==> src/design/hdp_pkg.sv <==
// ----------------------------------------------------------------------------
// hdp_pkg: shared types and constants of the HTTP date parser
// Word types of both channels, scanner phases, controller states, the month
// name string and the calendar tables used by the date arithmetic.
// ----------------------------------------------------------------------------
`default_nettype none

package hdp_pkg;

	// Longest number a field may hold, leading zeros included
	localparam int MAX_DIGITS = 6;
	localparam int ACC_W      = $clog2(10 ** MAX_DIGITS);
	localparam int DC_W       = $clog2(MAX_DIGITS + 1);
	// Signed field width
	localparam int FW         = ACC_W + 1;

	// Configuration
	localparam int CFG_W  = 14;
	localparam int ADDR_W = 3;
	localparam int DATA_W = 32;
	localparam logic [CFG_W-1:0] YEAR_MIN_RST = 14'd2025;
	localparam logic [CFG_W-1:0] YEAR_MAX_RST = 14'd2100;
	localparam logic REG_YEAR_MIN = 1'b0;
	localparam logic REG_YEAR_MAX = 1'b1;

	// Date arithmetic pipeline depth after the snapshot
	localparam int CALC_STAGES = 5;
	localparam int CNT_W       = $clog2(CALC_STAGES);

	localparam int OUT_W = 41;

	// Month names, padded with two zero bytes so a three byte compare at the
	// last offset stays in range and never matches
	localparam logic [8*38-1:0] MONTH_NAMES = {"JanFebMarAprMayJunJulAugSepOctNovDec", 16'h0000};

	typedef struct packed {
		logic [7:0] character;
		logic       end_of_text;
	} hdr_word_t;

	typedef struct packed {
		logic signed [OUT_W-1:0] epoch_seconds;
		logic                    date_ok;
	} epoch_word_t;

	typedef enum logic [3:0] {
		PH_COMMA,
		PH_DAY,
		PH_MON,
		PH_YEAR,
		PH_HOUR,
		PH_COLON1,
		PH_MIN,
		PH_COLON2,
		PH_SEC,
		PH_DONE,
		PH_STOP
	} scan_phase_t;

	typedef enum logic [1:0] {
		ST_SCAN,
		ST_CALC,
		ST_LOAD
	} ctrl_state_t;

	// Controller to datapath
	typedef struct packed {
		logic step;
		logic load;
	} hdp_cmd_t;

	// Datapath to controller
	typedef struct packed {
		logic last;
	} hdp_stat_t;

	// Finished scan handed to the date arithmetic
	typedef struct packed {
		logic                 done;
		logic [2:0][7:0]      tok;
		logic [1:0]           tlen;
		logic signed [FW-1:0] day;
		logic signed [FW-1:0] year;
		logic signed [FW-1:0] hour;
		logic signed [FW-1:0] minute;
		logic signed [FW-1:0] second;
	} hdp_snap_t;

	function automatic logic [7:0] name_char(input int p);
		return MONTH_NAMES[8*(37-p) +: 8];
	endfunction

	// First month whose name string offset holds the token, 0 when none
	function automatic logic [3:0] month_of(input logic [2:0][7:0] tok, input logic [1:0] tlen);
		logic [3:0] m;
		logic       hit;
		int         i;
		int         k;
		int         p;
		m = '0;
		for (i = 0; i < 12; i++) begin
			for (k = 0; k < 3; k++) begin
				p = 3 * i + k;
				hit = (tlen != 2'd0) && (name_char(p) == tok[0])
					&& (tlen < 2'd2 || name_char(p + 1) == tok[1])
					&& (tlen < 2'd3 || name_char(p + 2) == tok[2]);
				if (hit && m == '0) begin
					m = 4'(i + 1);
				end
			end
		end
		return m;
	endfunction

	// Days from March 1 to the first of the month
	function automatic logic [8:0] cum_days(input logic [3:0] month);
		logic [8:0] d;
		unique case (month)
			4'd3:    d = 9'd0;
			4'd4:    d = 9'd31;
			4'd5:    d = 9'd61;
			4'd6:    d = 9'd92;
			4'd7:    d = 9'd122;
			4'd8:    d = 9'd153;
			4'd9:    d = 9'd184;
			4'd10:   d = 9'd214;
			4'd11:   d = 9'd245;
			4'd12:   d = 9'd275;
			4'd1:    d = 9'd306;
			4'd2:    d = 9'd337;
			default: d = 9'd0;
		endcase
		return d;
	endfunction

endpackage

`default_nettype wire

==> src/design/http_date_to_epoch_parser.sv <==
// ----------------------------------------------------------------------------
// http_date_to_epoch_parser: HTTP Date header to Unix seconds
// Header text enters on the hdr channel, one byte per word, with end_of_text
// set on the final byte. One result word leaves on the epoch channel for each
// header: signed epoch_seconds and date_ok, seconds 0 when the parse fails.
// Bytes are taken at one per cycle. After the final byte hdr_ready stays low
// while the five-stage date pipeline runs and until the result is offered;
// the next header can start then.
// The result sits in an output register. If the receiver stalls, the next
// header is still scanned; only its final byte's result waits for the slot,
// with hdr_ready low until the held word is taken.
// Year bounds sit behind the APB port at 0x0 (year_min) and 0x4 (year_max).
// Reset returns the scanner to the comma search, empties the output and sets
// the bounds to 2025 and 2100.
// ----------------------------------------------------------------------------
`default_nettype none

module http_date_to_epoch_parser import hdp_pkg::*; (
	input  wire logic              clk,
	input  wire logic              arst_n,
	input  wire logic              hdr_valid,
	output logic                   hdr_ready,
	input  wire hdr_word_t         hdr,
	output logic                   epoch_valid,
	input  wire logic              epoch_ready,
	output epoch_word_t            epoch,
	input  wire logic              psel,
	input  wire logic              penable,
	input  wire logic              pwrite,
	input  wire logic [ADDR_W-1:0] paddr,
	input  wire logic [DATA_W-1:0] pwdata,
	output logic [DATA_W-1:0]      prdata,
	output logic                   pready
);

	logic [CFG_W-1:0] year_min_q;
	logic [CFG_W-1:0] year_max_q;
	logic             cfg_wr;
	hdp_cmd_t         cmd;
	hdp_stat_t        stat;
	hdp_snap_t        snap;

	assign pready = 1'b1;
	assign cfg_wr = psel && penable && pwrite && pready;

	// Write the year bounds
	always_ff @(posedge clk or negedge arst_n) begin
		if (!arst_n) begin
			year_min_q <= YEAR_MIN_RST;
			year_max_q <= YEAR_MAX_RST;
		end else if (cfg_wr) begin
			unique case (paddr[2])
				REG_YEAR_MIN: year_min_q <= pwdata[CFG_W-1:0];
				REG_YEAR_MAX: year_max_q <= pwdata[CFG_W-1:0];
				default:      year_min_q <= year_min_q;
			endcase
		end
	end

	// Read back; unaligned addresses read zero
	always_comb begin
		prdata = '0;
		if (paddr[1:0] == 2'b00) begin
			unique case (paddr[2])
				REG_YEAR_MIN: prdata = {{(DATA_W-CFG_W){1'b0}}, year_min_q};
				REG_YEAR_MAX: prdata = {{(DATA_W-CFG_W){1'b0}}, year_max_q};
				default:      prdata = '0;
			endcase
		end
	end

	hdp_ctrl u_ctrl (
		.clk         (clk),
		.arst_n      (arst_n),
		.hdr_valid   (hdr_valid),
		.hdr_ready   (hdr_ready),
		.epoch_valid (epoch_valid),
		.epoch_ready (epoch_ready),
		.stat        (stat),
		.cmd         (cmd)
	);

	hdp_scan u_scan (
		.clk    (clk),
		.arst_n (arst_n),
		.cmd    (cmd),
		.hdr    (hdr),
		.stat   (stat),
		.snap   (snap)
	);

	hdp_date u_date (
		.clk      (clk),
		.cmd      (cmd),
		.snap     (snap),
		.year_min (year_min_q),
		.year_max (year_max_q),
		.epoch    (epoch)
	);

endmodule

`default_nettype wire

==> src/design/hdp_scan.sv <==
// ----------------------------------------------------------------------------
// hdp_scan: header byte scanner
// Skips to the first comma, then scans day, month token, year and
// hour:minute:second one byte per step, and snapshots the finished fields on
// the last byte of the header.
// ----------------------------------------------------------------------------
`default_nettype none

module hdp_scan import hdp_pkg::*; (
	input  wire logic      clk,
	input  wire logic      arst_n,
	input  wire hdp_cmd_t  cmd,
	input  wire hdr_word_t hdr,
	output hdp_stat_t      stat,
	output hdp_snap_t      snap
);

	localparam logic [7:0] CH_NUL   = 8'h00;
	localparam logic [7:0] CH_COMMA = 8'h2C;
	localparam logic [7:0] CH_COLON = 8'h3A;
	localparam logic [7:0] CH_PLUS  = 8'h2B;
	localparam logic [7:0] CH_MINUS = 8'h2D;
	localparam logic [7:0] CH_ZERO  = 8'h30;
	localparam logic [7:0] CH_NINE  = 8'h39;
	localparam logic [7:0] CH_SPACE = 8'h20;
	localparam logic [7:0] CH_TAB   = 8'h09;
	localparam logic [7:0] CH_CR    = 8'h0D;

	typedef struct packed {
		scan_phase_t          phase;
		logic [ACC_W-1:0]     acc;
		logic                 neg;
		logic                 begun;
		logic [DC_W-1:0]      dcnt;
		logic signed [FW-1:0] day;
		logic signed [FW-1:0] year;
		logic signed [FW-1:0] hour;
		logic signed [FW-1:0] minute;
		logic signed [FW-1:0] second;
		logic [2:0][7:0]      tok;
		logic [1:0]           tlen;
		logic                 failed;
	} scan_t;

	typedef struct packed {
		scan_t st;
		logic  redo;
	} step_t;

	scan_t     scan_q;
	scan_t     scan_d;
	scan_t     s_byte;
	scan_t     s_fin;
	step_t     p1;
	step_t     p2;
	hdp_snap_t snap_q;
	hdp_snap_t snap_d;

	function automatic logic is_ws(input logic [7:0] c);
		return c == CH_SPACE || (c >= CH_TAB && c <= CH_CR);
	endfunction

	function automatic scan_t enter(input scan_t s, input scan_phase_t ph);
		scan_t r;
		r       = s;
		r.phase = ph;
		r.acc   = '0;
		r.neg   = 1'b0;
		r.begun = 1'b0;
		r.dcnt  = '0;
		return r;
	endfunction

	function automatic scan_t clear_scan();
		scan_t r;
		r       = '0;
		r.phase = PH_COMMA;
		return r;
	endfunction

	function automatic scan_t fail_scan(input scan_t s);
		scan_t r;
		r        = s;
		r.failed = 1'b1;
		r.phase  = PH_STOP;
		return r;
	endfunction

	// Write the finished number into the field of the current phase
	function automatic scan_t store_number(input scan_t s);
		scan_t                r;
		logic signed [FW-1:0] v;
		r = s;
		v = $signed({1'b0, s.acc});
		if (s.neg) begin
			v = -v;
		end
		unique case (s.phase)
			PH_DAY:  r.day    = v;
			PH_YEAR: r.year   = v;
			PH_HOUR: r.hour   = v;
			PH_MIN:  r.minute = v;
			PH_SEC:  r.second = v;
			default: r = s;
		endcase
		return r;
	endfunction

	function automatic scan_phase_t next_phase(input scan_phase_t ph);
		scan_phase_t n;
		unique case (ph)
			PH_DAY:  n = PH_MON;
			PH_YEAR: n = PH_HOUR;
			PH_HOUR: n = PH_COLON1;
			PH_MIN:  n = PH_COLON2;
			PH_SEC:  n = PH_DONE;
			default: n = PH_STOP;
		endcase
		return n;
	endfunction

	// One byte in a number field; redo when the byte closes the number
	function automatic step_t number_byte(input scan_t s, input logic [7:0] c);
		step_t r;
		r.st   = s;
		r.redo = 1'b0;
		if (c >= CH_ZERO && c <= CH_NINE) begin
			if (s.dcnt >= DC_W'(MAX_DIGITS)) begin
				r.st = fail_scan(s);
			end else begin
				r.st.acc   = ACC_W'(s.acc * ACC_W'(10) + {{(ACC_W-4){1'b0}}, c[3:0]});
				r.st.dcnt  = DC_W'(s.dcnt + 1'b1);
				r.st.begun = 1'b1;
			end
		end else if (!s.begun) begin
			if (c == CH_PLUS || c == CH_MINUS) begin
				r.st.begun = 1'b1;
				r.st.neg   = (c == CH_MINUS);
			end else if (!is_ws(c)) begin
				r.st = fail_scan(s);
			end
		end else if (s.dcnt == '0) begin
			r.st = fail_scan(s);
		end else begin
			r.st   = enter(store_number(s), next_phase(s.phase));
			r.redo = 1'b1;
		end
		return r;
	endfunction

	function automatic step_t step_byte(input scan_t s, input logic [7:0] c);
		step_t r;
		r.st   = s;
		r.redo = 1'b0;
		unique case (s.phase)
			PH_COMMA: begin
				if (c == CH_COMMA) begin
					r.st = enter(s, PH_DAY);
				end
			end
			PH_DAY, PH_YEAR, PH_HOUR, PH_MIN, PH_SEC: begin
				r = number_byte(s, c);
			end
			PH_MON: begin
				if (is_ws(c)) begin
					if (s.tlen != 2'd0) begin
						r.st   = enter(s, PH_YEAR);
						r.redo = 1'b1;
					end
				end else begin
					r.st.tok[s.tlen] = c;
					r.st.tlen        = 2'(s.tlen + 1'b1);
					if (s.tlen == 2'd2) begin
						r.st = enter(r.st, PH_YEAR);
					end
				end
			end
			PH_COLON1: begin
				r.st = (c == CH_COLON) ? enter(s, PH_MIN) : fail_scan(s);
			end
			PH_COLON2: begin
				r.st = (c == CH_COLON) ? enter(s, PH_SEC) : fail_scan(s);
			end
			default: begin
				r.st = s;
			end
		endcase
		return r;
	endfunction

	// Close the text: pending second digits complete the last field
	function automatic scan_t finish_scan(input scan_t s);
		scan_t r;
		r = s;
		if (s.phase == PH_SEC && s.dcnt != '0) begin
			r = enter(store_number(s), PH_DONE);
		end else if (s.phase != PH_DONE) begin
			r = fail_scan(s);
		end
		return r;
	endfunction

	// Advance the scan by one byte. A byte that closes a field is seen once
	// more by the next phase; that second look never asks for a third.
	always_comb begin
		s_byte = scan_q;
		p1     = step_byte(scan_q, hdr.character);
		p2     = step_byte(p1.st, hdr.character);
		if (scan_q.phase != PH_DONE && scan_q.phase != PH_STOP) begin
			if (hdr.character == CH_NUL) begin
				s_byte = finish_scan(scan_q);
			end else begin
				s_byte = p1.redo ? p2.st : p1.st;
			end
		end
		s_fin = finish_scan(s_byte);

		scan_d = scan_q;
		if (cmd.step) begin
			scan_d = hdr.end_of_text ? clear_scan() : s_byte;
		end

		snap_d.done   = (s_fin.phase == PH_DONE);
		snap_d.tok    = s_fin.tok;
		snap_d.tlen   = s_fin.tlen;
		snap_d.day    = s_fin.day;
		snap_d.year   = s_fin.year;
		snap_d.hour   = s_fin.hour;
		snap_d.minute = s_fin.minute;
		snap_d.second = s_fin.second;
	end

	always_ff @(posedge clk or negedge arst_n) begin
		if (!arst_n) begin
			scan_q <= clear_scan();
		end else begin
			scan_q <= scan_d;
		end
	end

	// Hold the finished fields for the date arithmetic
	always_ff @(posedge clk) begin
		if (cmd.step && hdr.end_of_text) begin
			snap_q <= snap_d;
		end
	end

	assign snap      = snap_q;
	assign stat.last = hdr.end_of_text;

	a_clear_after_last: assert property (@(posedge clk) disable iff (!arst_n)
		(cmd.step && hdr.end_of_text) |=> (scan_q.phase == PH_COMMA && !scan_q.failed
			&& scan_q.tlen == 2'd0))
		else $error("scanner not cleared after last word");

	a_stop_sticks: assert property (@(posedge clk) disable iff (!arst_n)
		(scan_q.phase == PH_STOP && !(cmd.step && hdr.end_of_text)) |=> scan_q.phase == PH_STOP)
		else $error("failed scan left stop phase before end of text");

endmodule

`default_nettype wire

==> src/design/hdp_date.sv <==
// ----------------------------------------------------------------------------
// hdp_date: days-from-civil arithmetic
// Five register stages from the scan snapshot to epoch seconds: month match
// and year check, era, year of era, day count, seconds. Holds the result
// word for the output channel.
// ----------------------------------------------------------------------------
`default_nettype none

module hdp_date import hdp_pkg::*; (
	input  wire logic             clk,
	input  wire hdp_cmd_t         cmd,
	input  wire hdp_snap_t        snap,
	input  wire logic [CFG_W-1:0] year_min,
	input  wire logic [CFG_W-1:0] year_max,
	output epoch_word_t           epoch
);

	localparam int HS_W  = FW + 13;
	localparam int HMS_W = FW + 14;
	localparam int DYW   = (FW > 23) ? FW + 2 : 25;
	localparam int PW    = DYW + 17;
	// y / 400 for 0 <= y < 10000 as a multiply and shift
	localparam logic [12:0] ERA_RECIP = 13'd5243;
	localparam int          ERA_SHIFT = 21;
	// yoe / 100 for yoe < 400
	localparam logic [5:0]  CENT_RECIP = 6'd41;
	localparam int          CENT_SHIFT = 12;

	localparam logic signed [12:0] SEC_PER_HOUR = 13'sd3600;
	localparam logic signed [7:0]  SEC_PER_MIN  = 8'sd60;
	localparam logic signed [10:0] YEARS_PER_ERA = 11'sd400;
	localparam logic signed [18:0] DAYS_PER_ERA = 19'sd146097;
	localparam logic signed [9:0]  DAYS_PER_YEAR = 10'sd365;
	localparam logic signed [20:0] EPOCH_SHIFT = 21'sd719468;
	localparam logic signed [17:0] SEC_PER_DAY = 18'sd86400;
	localparam logic signed [OUT_W-1:0] OUT_MAX = {1'b0, {(OUT_W-1){1'b1}}};
	localparam logic signed [OUT_W-1:0] OUT_MIN = {1'b1, {(OUT_W-1){1'b0}}};

	logic [3:0]           month;
	logic                 jan_feb;
	logic                 year_in;
	logic signed [FW-1:0] ymin_x;
	logic signed [FW-1:0] ymax_x;

	logic                    ok_s1;
	logic signed [14:0]      y_s1;
	logic signed [FW+1:0]    doy_s1;
	logic signed [HS_W-1:0]  hsec_s1;
	logic signed [FW+7:0]    msec_s1;
	logic signed [FW-1:0]    sec_s1;

	logic [26:0]             era_prod;
	logic                    ok_s2;
	logic signed [5:0]       era_s2;
	logic signed [14:0]      y_s2;
	logic signed [FW+1:0]    doy_s2;
	logic signed [HMS_W-1:0] hms_s2;

	logic signed [14:0]      yoe_w;
	logic                    ok_s3;
	logic [8:0]              yoe_s3;
	logic signed [5:0]       era_s3;
	logic signed [FW+1:0]    doy_s3;
	logic signed [HMS_W-1:0] hms_s3;

	logic [14:0]             cent_prod;
	logic                    ok_s4;
	logic signed [DYW-1:0]   days_s4;
	logic signed [HMS_W-1:0] hms_s4;

	logic                    ok_s5;
	logic signed [PW-1:0]    prod_s5;
	logic signed [HMS_W-1:0] hms_s5;

	logic signed [PW:0]      secs_w;
	logic signed [OUT_W-1:0] secs_sat;
	epoch_word_t             epoch_d;
	epoch_word_t             epoch_q;

	// Month match, year bounds, March-based day of year
	always_comb begin
		month   = month_of(snap.tok, snap.tlen);
		jan_feb = (month == 4'd1) || (month == 4'd2);
		ymin_x  = $signed({{(FW-CFG_W){1'b0}}, year_min});
		ymax_x  = $signed({{(FW-CFG_W){1'b0}}, year_max});
		year_in = (snap.year >= ymin_x) && (snap.year <= ymax_x);
	end

	always_ff @(posedge clk) begin
		ok_s1   <= snap.done && (month != 4'd0) && year_in;
		y_s1    <= $signed({1'b0, snap.year[CFG_W-1:0]}) - $signed({1'b0, jan_feb});
		doy_s1  <= snap.day + $signed({1'b0, cum_days(month)}) - 2'sd1;
		hsec_s1 <= snap.hour * SEC_PER_HOUR;
		msec_s1 <= snap.minute * SEC_PER_MIN;
		sec_s1  <= snap.second;
	end

	// Era: floor of the shifted year over 400
	assign era_prod = 27'(y_s1[13:0]) * 27'(ERA_RECIP);

	always_ff @(posedge clk) begin
		ok_s2  <= ok_s1;
		era_s2 <= y_s1[14] ? -6'sd1 : $signed({1'b0, era_prod[ERA_SHIFT +: 5]});
		y_s2   <= y_s1;
		doy_s2 <= doy_s1;
		hms_s2 <= hsec_s1 + msec_s1 + sec_s1;
	end

	// Year of era
	assign yoe_w = y_s2 - era_s2 * YEARS_PER_ERA;

	always_ff @(posedge clk) begin
		ok_s3  <= ok_s2;
		yoe_s3 <= yoe_w[8:0];
		era_s3 <= era_s2;
		doy_s3 <= doy_s2;
		hms_s3 <= hms_s2;
	end

	// Days since the epoch
	assign cent_prod = 15'(yoe_s3) * 15'(CENT_RECIP);

	always_ff @(posedge clk) begin
		ok_s4   <= ok_s3;
		days_s4 <= era_s3 * DAYS_PER_ERA
			+ $signed({1'b0, yoe_s3}) * DAYS_PER_YEAR
			+ $signed({3'b000, yoe_s3[8:2]})
			- $signed({1'b0, cent_prod[CENT_SHIFT +: 3]})
			+ doy_s3
			- EPOCH_SHIFT;
		hms_s4  <= hms_s3;
	end

	always_ff @(posedge clk) begin
		ok_s5   <= ok_s4;
		prod_s5 <= days_s4 * SEC_PER_DAY;
		hms_s5  <= hms_s4;
	end

	// Add the time of day and clamp to the output range; the clamp only
	// engages with a digit limit large enough for extreme day values
	always_comb begin
		secs_w = prod_s5 + hms_s5;
		if (secs_w > OUT_MAX) begin
			secs_sat = OUT_MAX;
		end else if (secs_w < OUT_MIN) begin
			secs_sat = OUT_MIN;
		end else begin
			secs_sat = secs_w[OUT_W-1:0];
		end
		epoch_d.epoch_seconds = ok_s5 ? secs_sat : '0;
		epoch_d.date_ok       = ok_s5;
	end

	always_ff @(posedge clk) begin
		if (cmd.load) begin
			epoch_q <= epoch_d;
		end
	end

	assign epoch = epoch_q;

endmodule

`default_nettype wire

==> src/design/hdp_ctrl.sv <==
// ----------------------------------------------------------------------------
// hdp_ctrl: parser controller
// Takes header words while scanning, waits out the date pipeline after the
// last word, and loads the result word when the output register is free.
// ----------------------------------------------------------------------------
`default_nettype none

module hdp_ctrl import hdp_pkg::*; (
	input  wire logic      clk,
	input  wire logic      arst_n,
	input  wire logic      hdr_valid,
	output logic           hdr_ready,
	output logic           epoch_valid,
	input  wire logic      epoch_ready,
	input  wire hdp_stat_t stat,
	output hdp_cmd_t       cmd
);

	ctrl_state_t      state_q;
	ctrl_state_t      state_d;
	logic [CNT_W-1:0] cnt_q;
	logic [CNT_W-1:0] cnt_d;
	logic             out_valid_q;
	logic             out_valid_d;

	// Next state and commands
	always_comb begin
		state_d   = state_q;
		cnt_d     = cnt_q;
		hdr_ready = 1'b0;
		cmd       = '0;
		unique case (state_q)
			ST_SCAN: begin
				hdr_ready = 1'b1;
				cmd.step  = hdr_valid;
				if (hdr_valid && stat.last) begin
					state_d = ST_CALC;
					cnt_d   = '0;
				end
			end
			ST_CALC: begin
				if (cnt_q == CNT_W'(CALC_STAGES - 1)) begin
					state_d = ST_LOAD;
					cnt_d   = '0;
				end else begin
					cnt_d = CNT_W'(cnt_q + 1'b1);
				end
			end
			ST_LOAD: begin
				if (!out_valid_q || epoch_ready) begin
					cmd.load = 1'b1;
					state_d  = ST_SCAN;
				end
			end
			default: begin
				state_d = ST_SCAN;
				cnt_d   = '0;
			end
		endcase

		// Raise on load, drop when taken
		if (cmd.load) begin
			out_valid_d = 1'b1;
		end else if (epoch_ready) begin
			out_valid_d = 1'b0;
		end else begin
			out_valid_d = out_valid_q;
		end
	end

	always_ff @(posedge clk or negedge arst_n) begin
		if (!arst_n) begin
			state_q     <= ST_SCAN;
			cnt_q       <= '0;
			out_valid_q <= 1'b0;
		end else begin
			state_q     <= state_d;
			cnt_q       <= cnt_d;
			out_valid_q <= out_valid_d;
		end
	end

	assign epoch_valid = out_valid_q;

	a_stall_after_last: assert property (@(posedge clk) disable iff (!arst_n)
		(cmd.step && stat.last) |=> !hdr_ready)
		else $error("header word taken while date pipeline busy");

	a_load_shows: assert property (@(posedge clk) disable iff (!arst_n)
		cmd.load |=> (epoch_valid && hdr_ready))
		else $error("loaded result not presented");

	a_cnt_idle: assert property (@(posedge clk) disable iff (!arst_n)
		(state_q != ST_CALC) |-> (cnt_q == '0))
		else $error("pipeline counter running outside calc");

endmodule

`default_nettype wire
==> config.mk <==
export PLATFORM = sky130hd
export DESIGN_NAME = http_date_to_epoch_parser
export DESIGN_NICKNAME = d
export VERILOG_FILES = /design/src/design/hdp_pkg.sv /design/src/design/http_date_to_epoch_parser.sv /design/src/design/hdp_scan.sv /design/src/design/hdp_date.sv /design/src/design/hdp_ctrl.sv
export SDC_FILE = /design/constraint.sdc
export NUM_CORES = 2
export LEC_CHECK = 0
export ABC_CLOCK_PERIOD_IN_PS = 12890
export BUFFER_PORTS_ARGS = -buffer_cell sky130_fd_sc_hd__buf_2
export CORE_MARGIN = 2
export CORE_UTILIZATION = 40
export CTS_CLUSTER_SIZE = 12
export DETAILED_ROUTE_END_ITERATION = 16
export GPL_TIMING_DRIVEN = 0
export PLACE_DENSITY = 0.55
export SYNTH_ARGS = -nofsm -noshare
export SYNTH_HDL_FRONTEND = slang
export SYNTH_SLANG_ARGS = --single-unit
==> constraint.sdc <==
create_clock -name clk -period 12.89 [get_ports clk]
set_input_delay 1.9335 -clock clk [delete_from_list [all_inputs] [get_ports clk]]
set_output_delay 1.9335 -clock clk [all_outputs]
set_load 0.005 [all_outputs]
==> Word-level counts from Yosys, hierarchy flattened <==
Memory sizes are Yosys's and may differ from the RTL's.
Cells that the tools add are included.
{ "classes": {"addsub": 22, "n_mul": 10, "magnitude_cmp": 16, "eq_ne": 106, "muxes": 129, "n_bitwise": 3, "reduce_logical": 250} }
{ "ops": {"columns": ["op", "n"], "rows": [
  ["161-bit 2-to-1 mux", 24],
  ["161-bit one-hot mux with 5 select lines", 2],
  ["7-bit by 8-bit equality test with 1-bit output, first input constant", 66],
  ["21-bit 2-to-1 mux", 18],
  ["162-bit 2-to-1 mux", 2],
  ["159-bit 2-to-1 mux", 2],
  ["135-bit 2-to-1 mux", 2],
  ["4-bit 2-to-1 mux", 39],
  ["4-bit logical NOT", 37],
  ["1-bit logical AND", 141],
  ["32-bit one-hot mux with 2 select lines", 1],
  ["20-bit negator with 21-bit output", 3],
  ["1-bit logical OR", 50],
  ["24-bit bitwise mux", 2],
  ["24-bit 2-to-1 mux", 2],
  ["42-bit by 35-bit adder with 43-bit output", 1],
  ["43-bit by 41-bit greater-than comparator with 1-bit output, second input constant", 1],
  ["43-bit by 41-bit < comparator with 1-bit output, second input constant", 1],
  ["41-bit 2-to-1 mux", 1],
  ["20-bit by 4-bit adder with 20-bit output", 2],
  ["4-bit by 3-bit equality test with 1-bit output, second input constant", 10],
  ["8-bit by 6-bit equality test with 1-bit output, second input constant", 5],
  ["20-bit by 3-bit multiplier with 19-bit output, second input constant", 2],
  ["20-bit 2-to-1 mux", 2],
  ["63 further kinds", 120]
]} }
{ "totals": {"register_bits": 765, "rom_bits": 144, "input_bits": 51, "out_inout_bits": 77, "elab_cells": 593, "n_memories": 1} }
{ "mem_list": {"columns": ["memory", "words", "word_bits", "rd", "rd_clocked_by_memory_dff", "wr", "line", "text"], "rows": [
  ["(name not given)", 16, 9, 1, 0, 0, "hdp_pkg.sv:118", "unique case (month)"]
]} }

==> Logic depth before layout (Yosys ltp) <==
{ "logic_depth": {"depth_word": 113, "ltp_mapped": 38} }

==> Modules after synthesis <==
From an unflattened synthesis, not the netlist that was laid out.
{ "unflattened": {"hier_cells": 5204, "area_unflattened_um2": 53274.8} }
{ "by_module_without_submodules": {"columns": ["module", "instances", "cells_per_inst", "area_each_um2", "seq_area_each_um2"], "rows": [
  ["hdp_date", 1, 3509, 35027.3, 9188.8],
  ["hdp_scan", 1, 1550, 16422.0, 7967.6],
  ["http_date_to_epoch_parser", 1, 114, 1508.9, 715.7],
  ["hdp_ctrl", 1, 31, 316.6, 150.1]
]} }

==> Least setup slack after synthesis <==
No wires, ideal clock.
{ "synth_path": {"path_type": "in2reg", "startpoint": "input port hdr[0] (netlist name)", "endpoint": "register u_scan.snap_q (netlist bit u_scan.snap[0]) (enable)", "setup_ps": 786, "t_arrival_ps": 11187, "slack_ps": 916, "cell_stages": 3, "n_path_buf": 1, "cell_sequence": "clkbuf_1 -> nand2_1 -> nor3_1"} }
{ "synth_via": {"elab_chain_len": 1} }
{ "synth_lines": {"columns": ["item", "line", "text"], "rows": [
  ["from (decl)", "http_date_to_epoch_parser.sv:23", "input wire hdr_word_t hdr,"],
  ["1-bit logical AND", "hdp_scan.sv:243", "if (cmd.step && hdr.end_of_text) begin"],
  ["to (signal assigned)", "hdp_scan.sv:244", "snap_q <= snap_d;"],
  ["to (decl)", "hdp_scan.sv:56", "hdp_snap_t snap_q;"]
]} }
Every way passes these cells.
A chain may end at the register's enable or synchronous reset.

==> Final worst setup path <==
{ "layout_path": {"startpoint": "register u_date.yoe_s3[0]", "endpoint": "register u_date.days_s4[24]"} }
{ "layout_via": {"elab_chain_len": 6, "word_cells_on_any_way": 7, "classes_between": "5 x add/sub; 2 x mul"} }
{ "layout_lines": {"columns": ["item", "line", "text"], "rows": [
  ["from (decl)", "hdp_date.sv:61", "logic [8:0] yoe_s3;"],
  ["from (signal assigned)", "hdp_date.sv:114", "yoe_s3 <= yoe_w[8:0];"],
  ["9-bit by 9-bit multiplier with 18-bit output", "hdp_date.sv:126", "+ $signed({1'b0, yoe_s3}) * DAYS_PER_YEAR"],
  ["25-bit adder", "hdp_date.sv:126", null],
  ["25-bit by 8-bit adder with 25-bit output", "hdp_date.sv:127", "+ $signed({3'b000, yoe_s3[8:2]})"],
  ["25-bit by 4-bit subtractor with 25-bit output *", "hdp_date.sv:128", "- $signed({1'b0, cent_prod[CENT_SHIFT +: 3]})"],
  ["25-bit by 23-bit adder with 25-bit output *", "hdp_date.sv:129", "+ doy_s3"],
  ["25-bit by 21-bit subtractor with 25-bit output *", "hdp_date.sv:130", "- EPOCH_SHIFT;"],
  ["to (signal assigned)", "hdp_date.sv:125", "days_s4 <= era_s3 * DAYS_PER_ERA"],
  ["to (decl)", "hdp_date.sv:68", "logic signed [DYW-1:0] days_s4;"]
]} }
Mark *: on every way between the ends. The rest lies on a longest branch, timed or not.

==> run_results.csv <==
group,metric,value,unit
critical_path,r2r_start,"u_date.yoe_s3[0]",
clock_tree,clk_pin_slew,0.07,ns
yosys,synth_xor_area_frac,0.0468,
sta,slew-limit-headroom,0.0818,
yosys,yosysTopAreaCell,"ha_1",
die,row_count,132,
yosys,syn_area_per_cell,10.1,µm²
clock_tree,cts.sinks,764,
route,postRouteWirelength,125000,µm
route,vias,36700,
route,wl_per_cell,17.3,µm
sta,setup_slack,4.46,ns
critical_path,slowest_stage,"fa_1",
global_routing,grt_pass1_wl,201000,µm
yosys,synth_top_family_by_area,"adder cells",
yosys,ys_seq_area_frac,0.344,
yosys,synth-seq-cells,764,
sta,report.final.hold_viol_count,0,
clock_tree,numCtsBuffers,90,
die,coreArea,0.130,mm²
route,drtPass1Iterations,6,
placed_design,dp_slack,4.37,ns
run_status,status,"complete, no violations",
clock_tree,clk_path_buf_depth,3,
global_routing,overflow,0,
global_routing,grt_util_met3,0.0275,
sta,min_period_over_period,0.654,
yosys,synthAdderAreaFrac,0.280,
route,drt_iter0_drc,2205,
clock_tree,ctsRootBufferMaster,"clkbuf_16",
yosys,yosysTopAreaCellShare,0.154,
critical_path,slowest_delay,0.51,ns
sta,rsz0062_at_grt,"false",
yosys,ys_async_sr_fraction,0.254,
yosys,synth-simple-area-share,0.101,
critical_path,path_max_fanout,5,
yosys,syn_area,0.0524,mm²
critical_path,critPathCapture,"u_date.days_s4[24]",
critical_path,r2r_slack,4.46,ns
die,die_x,366,µm
critical_path,setup.worst_path.start,"u_date.yoe_s3[0]",
critical_path,crit_type,"flop to flop",
critical_path,cp_top_family,"adder cells",
sta,fin_crit,8.43,ns
global_routing,grt_usage,0.186,
placed_design,dp_cells,7053,
critical_path,regToRegEndpoint,"u_date.days_s4[24]",
critical_path,worstPathArrival,8.99,ns
critical_path,rr_worst_depth,38,
route,drc,0,
final_layout,layout_common_cells,"inv_1 (780), ha_1 (644), dfxtp_1 (396), fa_1 (329), o21ai_0 (292)",
critical_path,required,13.45,ns
final_layout,drive_gt1_frac,0.0767,
sta,skew,0.0399,ns
placed_design,numPortBuffers,85,
final_layout,syn2layout_area_growth,11.5,%
die,io_pins,128,
route,antenna_left,0,
final_layout,final_common_cell,"inv_1",
sta,finalMaxSlewViolations,0,
yosys,synth_cells,5194,
clock_tree,htreeDepth,3,
critical_path,cp.depth,38,
placed_design,place.gp.congestion,0.895,
global_routing,met1_usage,0.248,
flow_run,cap_violations,0,
critical_path,crit_buf_inv,6,
final_layout,nets,6427,
global_routing,grt_pass1_vias,36600,
global_routing,busiest_layer,"met2",
die,start_util,0.404,
final_layout,instances_no_fill,7220,
placed_design,hpwl,99200,µm
yosys,ys_warn_count,0,
yosys,ys_types,113,
global_routing,grt.met2_usage,0.311,
clock_tree,cts_resized,0,
global_routing,antenna_found_initial,4,
die,die_h,366,µm
sta,setup_violations,0,
yosys,synthTopCellsByArea,"ha_1 (15%), dfxtp_1 (15%), fa_1 (13%)",
sta,maxClockFrequency,119,MHz
sta,worst_pin_slew,1.37,ns
clock_tree,cts_tree,"built",
critical_path,cp-start-kind,"flop",
route,viasPerCell,5.09,
die,dieArea,0.134,mm²
critical_path,end_kind,"flop",
global_routing,grt_max_degree,91,
yosys,synth_compound_area_frac,0.138,
clock_tree,insertion_delay,0.69,ns
clock_tree,postCtsHoldBufs,0,
yosys,synthMuxAreaShare,0.0216,
yosys,synth_edf_count,174,
clock_tree,cts_setup_buffers,0,
yosys,synth_flop_cell,"dfxtp_1",
min_path,hold_class,"flop to flop",
## registers in the layout, indices dropped and copies added, names as in the netlist, 2 cells and up
register	flops
u_date.hms_s4	35
u_scan.snap	132
u_date.era_s3	6
u_date.sec_s1	21
u_date.hms_s3	35
u_date.days_s4	25
u_date.doy_s3	23
u_ctrl.cnt_q	3
year_min_q	14
u_date.y_s2	9
u_date.era_s2	6
u_date.hsec_s1	30
u_date.msec_s1	26
u_date.hms_s2	35
u_date.yoe_s3	9
u_date.doy_s2	23
u_date.y_s1	15
u_date.prod_s5	35
u_ctrl.state_q	2
u_date.doy_s1	23
year_max_q	14
u_date.epoch	42
u_scan.scan_q	160
u_date.hms_s5	35
## kinds of logic after synthesis
family / after synthesis
compound gates: 1082
xor+xnor: 280
other cells: 2
buf+inv: 930
mux: 104
fa+ha+maj: 973
simple gates: 1059
flops: 764
## metal layers
layer	up-vias	routed length, µm
li1	18300	-
met1	17600	57800
met2	689	58600
met3	196	4740
met4	4	3800
met5	-	27
## final cells by class
class                   count  area [µm²]
fillers                 12300       71300
multi-input cells        3517       30800
flip-flops and latches    764       18000
inverters                 780        2930
clock buffers             121        2500
well taps                1742        2180
plain buffers             150         663
repair buffers            100         642
clock inverters            45         592
diodes                      1        2.50
## cells in the mapped netlist, types with 12 or more instances
library cell	instances
a211oi_1	17
a21o_1	73
a21oi_1	218
a22o_1	123
a22oi_1	14
a31oi_1	36
a41oi_1	13
and2_1	23
and3_1	29
buf_4	19
clkbuf_1	113
dfrtp_1	182
dfstp_2	12
dfxtp_1	396
edfxtp_1	174
fa_1	329
ha_1	644
inv_1	780
mux2_2	71
mux2i_1	31
nand2_1	287
nand2b_1	48
nand3_1	89
nand3b_1	12
nand4_1	29
nor2_1	256
nor2b_1	46
nor3_1	92
nor4_1	20
o211ai_1	17
o21a_1	52
o21ai_0	292
o21bai_1	35
o22ai_1	14
o31a_1	17
o31ai_1	30
or2_2	21
or3_1	37
or4_1	12
xnor2_1	184
xor2_1	96
## worst min path at each step
| stage | depth (start not counted) | start | endpoint |
|---|---|---|---|
| 4_1_cts | 0 | u_date.y_s2[3] | u_date.yoe_s3[3] |
| 5_1_grt | 0 | u_date.y_s2[3] | u_date.yoe_s3[3] |
| 3_3_place_gp | 0 | u_date.hms_s3[17] | u_date.hms_s4[17] |
| 6_report | 0 | u_date.y_s2[3] | u_date.yoe_s3[3] |
| 3_5_place_dp | 0 | u_date.doy_s1[5] | u_date.doy_s2[5] |
| 2_1_floorplan | 0 | u_date.doy_s1[0] | u_date.doy_s2[0] |
## metrics by stage
step	instance area, µm²	TNS [ns]	hold WS (ns)	utilization
final	58400	0	0.297	0.450
after global routing	58400	0	0.294	0.450
after CTS	58400	0	0.286	0.450
after detailed placement	55300	0	0.312	0.426
after global placement	55000	-489.31	0.310	0.424
after floorplan	52400	0	0.310	-
Power is left out: the tool's default activity adds up to more than one toggle a clock period on the data nets, which glitch-free logic cannot reach.
